===== src/rtl/core/rational_add_reduce_core_assert.svh =====
`ifndef RATIONAL_ADD_REDUCE_CORE_ASSERT_SVH
`define RATIONAL_ADD_REDUCE_CORE_ASSERT_SVH

// same-cycle implication, checked on clock, off during reset
`define RAR_ASSERT_NOW(lbl, ante, cons, msg) \
   lbl: assert property (@(posedge clock) disable iff (reset) (ante) |-> (cons)) \
      else $error(msg);

// next-cycle implication, checked on clock, off during reset
`define RAR_ASSERT_NEXT(lbl, ante, cons, msg) \
   lbl: assert property (@(posedge clock) disable iff (reset) (ante) |=> (cons)) \
      else $error(msg);

`endif


===== src/rtl/core/rar_pkg.sv =====
`timescale 1ns / 1ps

package rar_pkg;

   localparam int unsigned NumInWidth  = 16;
   localparam int unsigned DenInWidth  = 15;
   localparam int unsigned SumNumWidth = 32;
   localparam int unsigned SumDenWidth = 30;
   localparam int unsigned MagWidth    = 31;
   localparam int unsigned DivCntWidth = $clog2(MagWidth);

   typedef enum logic [1:0] {
      DIV_GCD = 2'd0,
      DIV_NUM = 2'd1,
      DIV_DEN = 2'd2
   } div_sel_type;

   typedef struct packed {
      logic        load_in;
      logic        mul_en;
      logic        sum_en;
      logic        order_en;
      logic        div_start;
      div_sel_type div_sel;
      logic        gcd_step;
      logic        q_num_en;
      logic        q_den_en;
      logic        out_load;
   } cmd_type;

   typedef struct packed {
      logic den_zero;
      logic sum_zero;
      logic div_done;
      logic rem_zero;
   } stat_type;

endpackage


===== src/rtl/core/rar_divider.sv =====
`timescale 1ns / 1ps

module rar_divider (
   input  logic                         clock,
   input  logic                         reset,
   input  logic                         start,
   input  logic [rar_pkg::MagWidth-1:0] dividend,
   input  logic [rar_pkg::MagWidth-1:0] divisor,
   output logic                         done,
   output logic [rar_pkg::MagWidth-1:0] quotient,
   output logic [rar_pkg::MagWidth-1:0] remainder
);

   localparam int unsigned W = rar_pkg::MagWidth;

   logic                               busy_ff;
   logic                               done_ff;
   logic [rar_pkg::DivCntWidth-1:0]    count_ff;
   logic [W-1:0]                       rem_ff;
   logic [W-1:0]                       quo_ff;

   logic [W:0]                         shifted;
   logic [W:0]                         diff;
   logic                               fits;
   logic [W-1:0]                       rem_in;
   logic [W-1:0]                       quo_in;

   always_comb begin
      shifted = {rem_ff, quo_ff[W-1]};
      diff    = shifted - {1'b0, divisor};
      fits    = shifted >= {1'b0, divisor};
      rem_in  = fits ? diff[W-1:0] : shifted[W-1:0];
      quo_in  = {quo_ff[W-2:0], fits};
   end

   always_ff @(posedge clock) begin
      if (reset) begin
         busy_ff <= 1'b0;
         done_ff <= 1'b0;
      end else begin
         done_ff <= 1'b0;
         if (start) begin
            busy_ff <= 1'b1;
         end else if (busy_ff && count_ff == rar_pkg::DivCntWidth'(W - 1)) begin
            busy_ff <= 1'b0;
            done_ff <= 1'b1;
         end
      end
   end

   always_ff @(posedge clock) begin
      if (start) begin
         count_ff <= '0;
         rem_ff   <= '0;
         quo_ff   <= dividend;
      end else if (busy_ff) begin
         count_ff <= count_ff + rar_pkg::DivCntWidth'(1);
         rem_ff   <= rem_in;
         quo_ff   <= quo_in;
      end
   end

   assign done      = done_ff;
   assign quotient  = quo_ff;
   assign remainder = rem_ff;

endmodule


===== src/rtl/core/rar_datapath.sv =====
`timescale 1ns / 1ps

module rar_datapath (
   input  logic                                   clock,
   input  logic                                   reset,
   input  logic signed [rar_pkg::NumInWidth-1:0]  num_first,
   input  logic        [rar_pkg::DenInWidth-1:0]  den_first,
   input  logic signed [rar_pkg::NumInWidth-1:0]  num_second,
   input  logic        [rar_pkg::DenInWidth-1:0]  den_second,
   input  rar_pkg::cmd_type                       cmd,
   output rar_pkg::stat_type                      stat,
   output logic signed [rar_pkg::SumNumWidth-1:0] sum_num,
   output logic        [rar_pkg::SumDenWidth-1:0] sum_den,
   output logic                                   status
);

   localparam int unsigned W = rar_pkg::MagWidth;

   logic signed [rar_pkg::NumInWidth-1:0]  n1_ff, n2_ff;
   logic        [rar_pkg::DenInWidth-1:0]  d1_ff, d2_ff;
   logic signed [rar_pkg::SumNumWidth-1:0] p1_ff, p2_ff;
   logic        [rar_pkg::SumDenWidth-1:0] den_ff;
   logic signed [rar_pkg::SumNumWidth-1:0] sum_ff;
   logic        [W-1:0]                    big_ff, small_ff;
   logic        [W-1:0]                    qnum_ff;
   logic        [rar_pkg::SumDenWidth-1:0] qden_ff;
   logic signed [rar_pkg::SumNumWidth-1:0] sum_num_ff;
   logic        [rar_pkg::SumDenWidth-1:0] sum_den_ff;
   logic                                   status_ff;

   logic signed [rar_pkg::SumNumWidth-1:0] p1_in, p2_in;
   logic signed [rar_pkg::SumNumWidth-1:0] neg_sum;
   logic        [W-1:0]                    mag;
   logic        [W-1:0]                    den_ext;
   logic        [W-1:0]                    dividend;
   logic                                   div_done;
   logic        [W-1:0]                    div_quo, div_rem;
   logic signed [rar_pkg::SumNumWidth-1:0] num_in;
   logic        [rar_pkg::SumDenWidth-1:0] den_in;
   logic                                   status_in;
   logic                                   den_zero, sum_zero;

   assign p1_in   = rar_pkg::SumNumWidth'(n1_ff)
                    * rar_pkg::SumNumWidth'($signed({1'b0, d2_ff}));
   assign p2_in   = rar_pkg::SumNumWidth'(n2_ff)
                    * rar_pkg::SumNumWidth'($signed({1'b0, d1_ff}));
   assign neg_sum = -sum_ff;
   assign mag     = sum_ff[rar_pkg::SumNumWidth-1] ? neg_sum[W-1:0] : sum_ff[W-1:0];
   assign den_ext = {{(W - rar_pkg::SumDenWidth){1'b0}}, den_ff};

   assign den_zero = (d1_ff == '0) || (d2_ff == '0);
   assign sum_zero = (sum_ff == '0);

   always_comb begin
      case (cmd.div_sel)
         rar_pkg::DIV_GCD: dividend = big_ff;
         rar_pkg::DIV_NUM: dividend = mag;
         rar_pkg::DIV_DEN: dividend = den_ext;
         default:          dividend = big_ff;
      endcase
   end

   rar_divider u_divider (
      .clock     (clock),
      .reset     (reset),
      .start     (cmd.div_start),
      .dividend  (dividend),
      .divisor   (small_ff),
      .done      (div_done),
      .quotient  (div_quo),
      .remainder (div_rem)
   );

   always_ff @(posedge clock) begin
      if (cmd.load_in) begin
         n1_ff <= num_first;
         d1_ff <= den_first;
         n2_ff <= num_second;
         d2_ff <= den_second;
      end
      if (cmd.mul_en) begin
         p1_ff  <= p1_in;
         p2_ff  <= p2_in;
         den_ff <= rar_pkg::SumDenWidth'(d1_ff) * rar_pkg::SumDenWidth'(d2_ff);
      end
      if (cmd.sum_en) begin
         sum_ff <= p1_ff + p2_ff;
      end
      if (cmd.order_en) begin
         if (mag >= den_ext) begin
            big_ff   <= mag;
            small_ff <= den_ext;
         end else begin
            big_ff   <= den_ext;
            small_ff <= mag;
         end
      end else if (cmd.gcd_step) begin
         big_ff   <= small_ff;
         small_ff <= div_rem;
      end
      if (cmd.q_num_en) begin
         qnum_ff <= div_quo;
      end
      if (cmd.q_den_en) begin
         qden_ff <= div_quo[rar_pkg::SumDenWidth-1:0];
      end
   end

   always_comb begin
      if (den_zero) begin
         num_in    = '0;
         den_in    = '0;
         status_in = 1'b1;
      end else if (sum_zero) begin
         num_in    = '0;
         den_in    = rar_pkg::SumDenWidth'(1);
         status_in = 1'b0;
      end else begin
         num_in    = sum_ff[rar_pkg::SumNumWidth-1] ? -$signed({1'b0, qnum_ff})
                                                    : $signed({1'b0, qnum_ff});
         den_in    = qden_ff;
         status_in = 1'b0;
      end
   end

   always_ff @(posedge clock) begin
      if (cmd.out_load) begin
         sum_num_ff <= num_in;
         sum_den_ff <= den_in;
         status_ff  <= status_in;
      end
   end

   assign stat.den_zero = den_zero;
   assign stat.sum_zero = sum_zero;
   assign stat.div_done = div_done;
   assign stat.rem_zero = (div_rem == '0);

   assign sum_num = sum_num_ff;
   assign sum_den = sum_den_ff;
   assign status  = status_ff;

endmodule


===== src/rtl/core/rar_ctrl.sv =====
`timescale 1ns / 1ps

module rar_ctrl (
   input  logic              clock,
   input  logic              reset,
   input  logic              req_valid,
   output logic              req_ready,
   output logic              rsp_valid,
   input  logic              rsp_ready,
   output rar_pkg::cmd_type  cmd,
   input  rar_pkg::stat_type stat
);

   `include "rational_add_reduce_core_assert.svh"

   typedef enum logic [8:0] {
      S_IDLE   = 9'b000000001,
      S_MUL    = 9'b000000010,
      S_SUM    = 9'b000000100,
      S_ORDER  = 9'b000001000,
      S_GSTART = 9'b000010000,
      S_GCD    = 9'b000100000,
      S_DIVN   = 9'b001000000,
      S_DIVD   = 9'b010000000,
      S_DONE   = 9'b100000000
   } state_type;

   state_type state_ff, state_in;
   logic      rsp_valid_ff, rsp_valid_in;

   always_comb begin
      state_in     = state_ff;
      cmd          = '0;
      cmd.div_sel  = rar_pkg::DIV_GCD;
      req_ready    = 1'b0;
      rsp_valid_in = rsp_valid_ff && !rsp_ready;
      unique case (state_ff)
         S_IDLE: begin
            req_ready = 1'b1;
            if (req_valid) begin
               cmd.load_in = 1'b1;
               state_in    = S_MUL;
            end
         end
         S_MUL: begin
            cmd.mul_en = 1'b1;
            state_in   = S_SUM;
         end
         S_SUM: begin
            cmd.sum_en = 1'b1;
            state_in   = S_ORDER;
         end
         S_ORDER: begin
            if (stat.den_zero || stat.sum_zero) begin
               state_in = S_DONE;
            end else begin
               cmd.order_en = 1'b1;
               state_in     = S_GSTART;
            end
         end
         S_GSTART: begin
            cmd.div_start = 1'b1;
            state_in      = S_GCD;
         end
         S_GCD: begin
            if (stat.div_done) begin
               if (stat.rem_zero) begin
                  cmd.div_start = 1'b1;
                  cmd.div_sel   = rar_pkg::DIV_NUM;
                  state_in      = S_DIVN;
               end else begin
                  cmd.gcd_step = 1'b1;
                  state_in     = S_GSTART;
               end
            end
         end
         S_DIVN: begin
            if (stat.div_done) begin
               cmd.q_num_en  = 1'b1;
               cmd.div_start = 1'b1;
               cmd.div_sel   = rar_pkg::DIV_DEN;
               state_in      = S_DIVD;
            end
         end
         S_DIVD: begin
            if (stat.div_done) begin
               cmd.q_den_en = 1'b1;
               state_in     = S_DONE;
            end
         end
         S_DONE: begin
            if (!rsp_valid_ff || rsp_ready) begin
               cmd.out_load = 1'b1;
               rsp_valid_in = 1'b1;
               state_in     = S_IDLE;
            end
         end
         default: begin
            state_in = S_IDLE;
         end
      endcase
   end

   always_ff @(posedge clock) begin
      if (reset) begin
         state_ff     <= S_IDLE;
         rsp_valid_ff <= 1'b0;
      end else begin
         state_ff     <= state_in;
         rsp_valid_ff <= rsp_valid_in;
      end
   end

   assign rsp_valid = rsp_valid_ff;

   `RAR_ASSERT_NOW(a_done_in_wait, stat.div_done,
      (state_ff == S_GCD || state_ff == S_DIVN || state_ff == S_DIVD),
      "divider finished outside a wait state")
   `RAR_ASSERT_NOW(a_no_overwrite, cmd.out_load, (!rsp_valid_ff || rsp_ready),
      "result register loaded over a pending transfer")
   `RAR_ASSERT_NEXT(a_accept_to_mul, req_valid && req_ready, state_ff == S_MUL,
      "accepted transfer did not advance to multiply")
   `RAR_ASSERT_NEXT(a_start_no_done, cmd.div_start, !stat.div_done,
      "divider reported done right after start")

endmodule


===== src/rtl/core/rational_add_reduce_core.sv =====
`timescale 1ns / 1ps
// With a zero denominator or sum, S_ORDER goes straight to S_DONE, which loads the result.
// Otherwise S_GSTART/S_GCD loop over Euclid steps, and S_DIVN, S_DIVD divide by the gcd,
// all on one shared 31-bit restoring divider that resolves one quotient bit per cycle.
// Throughput: one item at a time; the next request is taken once the result is registered.
// Reset: synchronous, active high; clears the controller and the result valid flag.
module rational_add_reduce_core (
   input  logic                                   clock,
   input  logic                                   reset,
   input  logic                                   req_valid,
   output logic                                   req_ready,
   input  logic signed [rar_pkg::NumInWidth-1:0]  req_num_first,
   input  logic        [rar_pkg::DenInWidth-1:0]  req_den_first,
   input  logic signed [rar_pkg::NumInWidth-1:0]  req_num_second,
   input  logic        [rar_pkg::DenInWidth-1:0]  req_den_second,
   output logic                                   rsp_valid,
   input  logic                                   rsp_ready,
   output logic signed [rar_pkg::SumNumWidth-1:0] rsp_sum_num,
   output logic        [rar_pkg::SumDenWidth-1:0] rsp_sum_den,
   output logic                                   rsp_status
);

   rar_pkg::cmd_type  cmd;
   rar_pkg::stat_type stat;

   rar_datapath u_datapath (
      .clock      (clock),
      .reset      (reset),
      .num_first  (req_num_first),
      .den_first  (req_den_first),
      .num_second (req_num_second),
      .den_second (req_den_second),
      .cmd        (cmd),
      .stat       (stat),
      .sum_num    (rsp_sum_num),
      .sum_den    (rsp_sum_den),
      .status     (rsp_status)
   );

   rar_ctrl u_ctrl (
      .clock     (clock),
      .reset     (reset),
      .req_valid (req_valid),
      .req_ready (req_ready),
      .rsp_valid (rsp_valid),
      .rsp_ready (rsp_ready),
      .cmd       (cmd),
      .stat      (stat)
   );

endmodule


===== config.mk =====
export PLATFORM = sky130hd
export DESIGN_NAME = rational_add_reduce_core
export DESIGN_NICKNAME = d
export VERILOG_FILES = /design/src/rtl/core/rar_pkg.sv /design/src/rtl/core/rar_divider.sv /design/src/rtl/core/rar_datapath.sv /design/src/rtl/core/rar_ctrl.sv /design/src/rtl/core/rational_add_reduce_core.sv
export VERILOG_INCLUDE_DIRS = /design/src /design/src/rtl/core
export SDC_FILE = /design/constraint.sdc
export NUM_CORES = 2
export LEC_CHECK = 0
export ABC_AREA = 1
export BUFFER_PORTS_ARGS = -buffer_cell sky130_fd_sc_hd__buf_2
export CORE_MARGIN = 2
export CORE_UTILIZATION = 47
export CTS_CLUSTER_DIAMETER = 50
export DETAILED_ROUTE_END_ITERATION = 10
export SLEW_MARGIN = 10
export SYNTH_ARGS = -nofsm -noshare
export SYNTH_HDL_FRONTEND = slang
export SYNTH_SLANG_ARGS = --single-unit
export TNS_END_PERCENT = 5

===== constraint.sdc =====
create_clock -name clock -period 11.7 [get_ports clock]
set_input_delay 1.17 -clock clock [delete_from_list [all_inputs] [get_ports clock]]
set_output_delay 1.17 -clock clock [all_outputs]
set_load 0.01 [all_outputs]

### Word-level counts from Yosys, hierarchy flattened

Cells that the tools add are included.

* logic and storage cells: 116
* register bits after elaboration: 453

* reductions and logical operators: 18
* bitwise operators: 1
* multipliers: 3
* multiplexer cells: 46
* add/sub/neg operators: 5
* equal/unequal tests: 17
* $lt $le $gt $ge: 2

Operators by type and width (count)
* 31-bit two-way mux: 11
* 9-bit case mux with 9 select lines: 1
* 16-bit by 16-bit multiplier with 32-bit output: 2
* 31-bit case mux with 2 select lines: 1
* 9-bit two-way mux: 6
* 32-bit adder: 1
* 32-bit by 31-bit greater-or-equal comparator with 1-bit output: 1
* 32-bit zero test: 1
* 31-bit negator with 32-bit output: 1
* 31-bit by 30-bit greater-or-equal comparator with 1-bit output: 1
* 31-bit zero test: 1
* 31-bit negator: 1
* 31-bit subtractor: 1
* 15-bit zero test: 2
* 15-bit by 15-bit multiplier with 30-bit output: 1
* 1-bit two-way mux: 21
* 9-bit by 1-bit equality test with 1-bit output, second input constant: 1
* 9-bit by 2-bit equality test with 1-bit output, second input constant: 1
* 9-bit by 3-bit equality test with 1-bit output, second input constant: 1
* 9-bit by 4-bit equality test with 1-bit output, second input constant: 1
* 9-bit by 5-bit equality test with 1-bit output, second input constant: 1
* 9-bit by 6-bit equality test with 1-bit output, second input constant: 1
* 9-bit by 7-bit equality test with 1-bit output, second input constant: 1
* 9-bit by 8-bit equality test with 1-bit output, second input constant: 1
* other kinds (20): 31

### Depth between registers and ports, before layout

* depth in word-level cells: 7
* depth in mapped cells: 26
* gate-level depth less buffers: 25

### By module

A second synthesis with hierarchy kept.

* cells, all modules: 6247
* area total of the unflattened synthesis: 51536.9 µm²

Modules (own cells, without submodules)
* rar_datapath: area an instance 45018.2 µm², times used 1, seq. area each 11230.8 µm², cells each 5185
* rar_divider: area an instance 5718.0 µm², times used 1, seq. area each 1691.6 µm², cells each 935
* rar_ctrl: area an instance 800.8 µm², times used 1, seq. area each 200.2 µm², cells each 127

### Least setup slack after synthesis

Ideal clock, no wire load.

* kind: input port to flip-flop
* start: in rsp_ready
* end: reg u_datapath.status_ff (netlist: u_datapath.status) (enable)
* buffers on the path: 0
* arrival: 7259 ps
* library setup time: 639 ps
* slack: 3801 ps
* cell stages on the path: 2
* path through: nor2_1 > nor4_1

RTL lines
* from (decl): line rational_add_reduce_core.sv:17 `input logic rsp_ready,`
* to (signal assigned): line rar_datapath.sv:130 `status_ff <= status_in;`
* to (decl): line rar_datapath.sv:29 `logic status_ff;`

### Worst setup path in the final report

* start: reg u_datapath.d1_ff[14] in the netlist's numbering
* end: reg u_datapath.den_ff[20] in the netlist's numbering, data pin

* word-level cells in the longest chain between the ends: 1

Ends and longest elaborated chain
* from (decl): line rar_datapath.sv:20 `logic [rar_pkg::DenInWidth-1:0] d1_ff, d2_ff;`
* from (signal assigned): line rar_datapath.sv:77 `d1_ff <= den_first;`
* 15-bit by 15-bit multiplier with 30-bit output: line rar_datapath.sv:84 `den_ff <= rar_pkg::SumDenWidth'(d1_ff) * rar_pkg::SumDenWidth'(d2_ff);`
* to (signal assigned): line rar_datapath.sv:84
* to (decl): line rar_datapath.sv:22 `logic [rar_pkg::SumDenWidth-1:0] den_ff;`

Every way passes these cells.
A chain may end at the register's enable or synchronous reset.

==> flow_summary.yaml <==
sta:
  max_freq_mhz: 153.1
  hold_viol: 0
  post-route-period-util: 0.5583
  rsz0062_at_grt: "no"
  fin_tns_setup_ns: 0
  worstMarginPinSlew_ns: 1.023
  maxSlewHeadroom: 0.3169
  clock_skew_ns: 0.03668
  hold_slack_ns: 0.4813
  fin_crit_ns: 6.533
  slew_viol_final: 0
  setup_violations: 0
placement:
  hpwl_um: 112100
  gp_congestion: 0.9214
  io_buffers: 130
critical_path:
  critPathCaptureType: "register"
  r2r_setup_slack_ns: 5.17
  crit_fanout: 17
  start_kind: "register"
  reg2reg_depth: 19
  crit_type: "reg -> reg"
  r2r-end: "u_datapath.den_ff[20]"
  rr_startpoint: "u_datapath.d1_ff[14]"
  cp.required_ns: 12.07
  worst_ep_arrival_time_ns: 6.91
routing:
  drt-initial-drc-count: 2986
  wire_per_inst_um: 18.36
  vias: 40084
  drt_wl_total_um: 143200
  drc_errors: 0
  dr.pass1.iters: 6
  ant_nets: 0
  vias_per_cell: 5.140
global_routing:
  grt_pass1_wl_um: 230200
  overflow: 0
  grt_max_degree: 80
  grt_pass1_vias: 41482
  grt_use_total: 0.2628
  grt_antenna_before_repair: 1
die:
  coreArea_mm2: 0.1090
  row_count: 121
  die_area_mm2: 0.1126
  die_w_um: 335.5
  io_pins: 131
  initial_core_util: 0.4739
  dieHeight_um: 335.5
cts:
  clkSinkCount: 453
  clockBufferDepth: 3
  ctsHoldBuffers: 0
  cts_tree: "done"
  cts-resized-gates: 0
  htree_levels: 3
  cts_buffers: 66
  cts_setup_buffers: 0
  clock_latency_ns: 0.65
  path_clk_slew_ns: 0.06
  cts-root-buf: "clkbuf_16"
flow_run:
  cap_viol_max_count: 0
cells_and_area:
  nets: 7414
  fillers: 10459
  drive_gt1_frac: 0.05405
  syn_to_final_growth_pct: 8.269
min_path:
  hold_start: "u_ctrl.state_ff[5]"
  whs_endpoint: "u_ctrl.state_ff[5]"
  hold_path_depth: 2
  hold_path.class: "reg -> reg"
yosys:
  ys_top_cells_by_area: "fa_1, edfxtp_1, nand2_1"
  synth_cell_type_count: 56
  yosys_warnings: 0
  yosysTopAreaCell: "fa_1"
  syn-num-nets: 7368
  yosysSeqAreaShare: 0.2540
  avgSynthCellArea_um2: 8.219
  synth_top_area_share: 0.2562
  syn_inst: 6285
  syn_area_mm2: 0.05166
  ys_seq_elements: 453
outcome:
  status: "finished clean"
-- synthesized netlist by cell type, drive strengths merged --
cell	n
a211oi	5
a21boi	7
a21o	22
a21oi	225
a221oi	2
a31oi	34
and2	4
and3	8
buf	52
clkbuf	149
clkinv	2
dfxtp	48
edfxtp	405
fa	661
ha	356
inv	1539
nand2	1577
nand2b	1
nand3	204
nand3b	11
nand4	116
nor2	420
nor3	57
nor3b	2
nor4	9
o2111ai	1
o211ai	17
o21a	9
o21ai	134
o21bai	16
o221a	1
o221ai	3
o22ai	4
o31ai	3
or2	8
xnor2	66
xor2	107
-- worst max path at each step --
stage / cells after the start / to / slack, ns / from
floorplan: 2 / u_datapath.status / 3.80 / rsp_ready
global placement: 19 / u_datapath.den_ff[20] / 5.24 / u_datapath.d1_ff[14]
detailed placement: 19 / u_datapath.den_ff[20] / 5.25 / u_datapath.d1_ff[14]
CTS: 19 / u_datapath.den_ff[20] / 5.26 / u_datapath.d1_ff[14]
global route: 19 / u_datapath.den_ff[20] / 4.90 / u_datapath.d1_ff[14]
finish: 19 / u_datapath.den_ff[20] / 5.17 / u_datapath.d1_ff[14]
-- layer usage --
metal | track usage | routed length (um) | part of all wire
met1 | 0.3485 | 61700 | 0.43
met2 | 0.4371 | 67380 | 0.47
met3 | 0.02864 | 7304 | 0.051
met4 | 0.1132 | 6832 | 0.048
met5 | 0 | 0 | 0
-- flip-flops by register name, indices dropped and copies added (netlist names), 31 cells and up --
name and count:
u_datapath.small_ff 31, u_datapath.sum_num 32, u_datapath.u_divider.remainder 31, u_datapath.u_divider.quotient 31, u_datapath.p2_ff 32, u_datapath.p1_ff 32
u_datapath.big_ff 31, u_datapath.qnum_ff 31, u_datapath.sum_ff 32
-- area by class of cell --
| cell class | instances | area, um^2 | area share |
|---|---|---|---|
| diodes | 1 | 2.502 | 0.00004474 |
| clock inverters | 45 | 625.6 | 0.01119 |
| well taps | 1414 | 1769 | 0.03163 |
| repair buffers | 179 | 1018 | 0.01821 |
| flip-flops and latches | 453 | 13120 | 0.2346 |
| inverters | 1541 | 5786 | 0.1034 |
| clock buffers | 75 | 1695 | 0.03031 |
| multi-input cells | 4090 | 31910 | 0.5705 |
-- logic make-up (layout without fill, tap and decap cells) --
kind of cell | count (synthesis) | after routing | synth area share
other cells | 0 | 1 | 0
xor+xnor | 173 | 173 | 0.02933
flops | 453 | 453 | 0.2540
simple gates | 2417 | 2417 | 0.1922
fa+ha+maj | 1017 | 1017 | 0.3424
buf+inv | 1742 | 1840 | 0.1289
compound gates | 483 | 483 | 0.05316
-- metrics by stage --
step / worst slack (ns) / std cells / util / cell area [um^2]
3_3_place_gp: 5.240 / 7677 / 0.4918 / 53610
6_report: 5.167 / 7798 / 0.5131 / 55930
4_1_cts: 5.255 / 7797 / 0.5131 / 55930
3_5_place_dp: 5.250 / 7677 / 0.4918 / 53610
2_1_floorplan: 3.801 / 6285 / - / 51660
5_1_grt: 4.902 / 7797 / 0.5131 / 55930
-- critical path, stage by stage, from the launching register on --
cell and delay (ns):
edfxtp_1 0.70, nand2_1 0.16, inv_1 0.07, fa_1 0.53, inv_1 0.08, fa_1 0.53, inv_1 0.05, fa_1 0.48
fa_1 0.53, fa_1 0.51, inv_1 0.06, fa_1 0.48, inv_1 0.05, ha_1 0.37, nand2_1 0.13, nor2_1 0.30
nand4_1 0.12, o21ai_0 0.50, a21oi_1 0.19, xnor2_1 0.44
-- placed cells by master, fill, tap and decap left out, drive strengths merged, types with 4 or more instances in the layout --
master	count
o21a	9
o21ai	134
a21o	22
bufinv	8
nand3b	11
a31oi	34
nor4	9
nor2	420
and3	8
o22ai	4
nand3	204
clkinvlp	6
and2	4
fa	661
xor2	107
or2	8
nor3	57
clkinv	19
xnor2	66
clkbuf	75
nand4	116
a21boi	7
ha	356
inv	1553
o211ai	17
a21oi	225
nand2	1577
edfxtp	405
dfxtp	48
a211oi	5
o21bai	16
buf	179
Power is left out: the tool's default activity adds up to more than one toggle a clock period on the data nets, which glitch-free logic cannot reach.
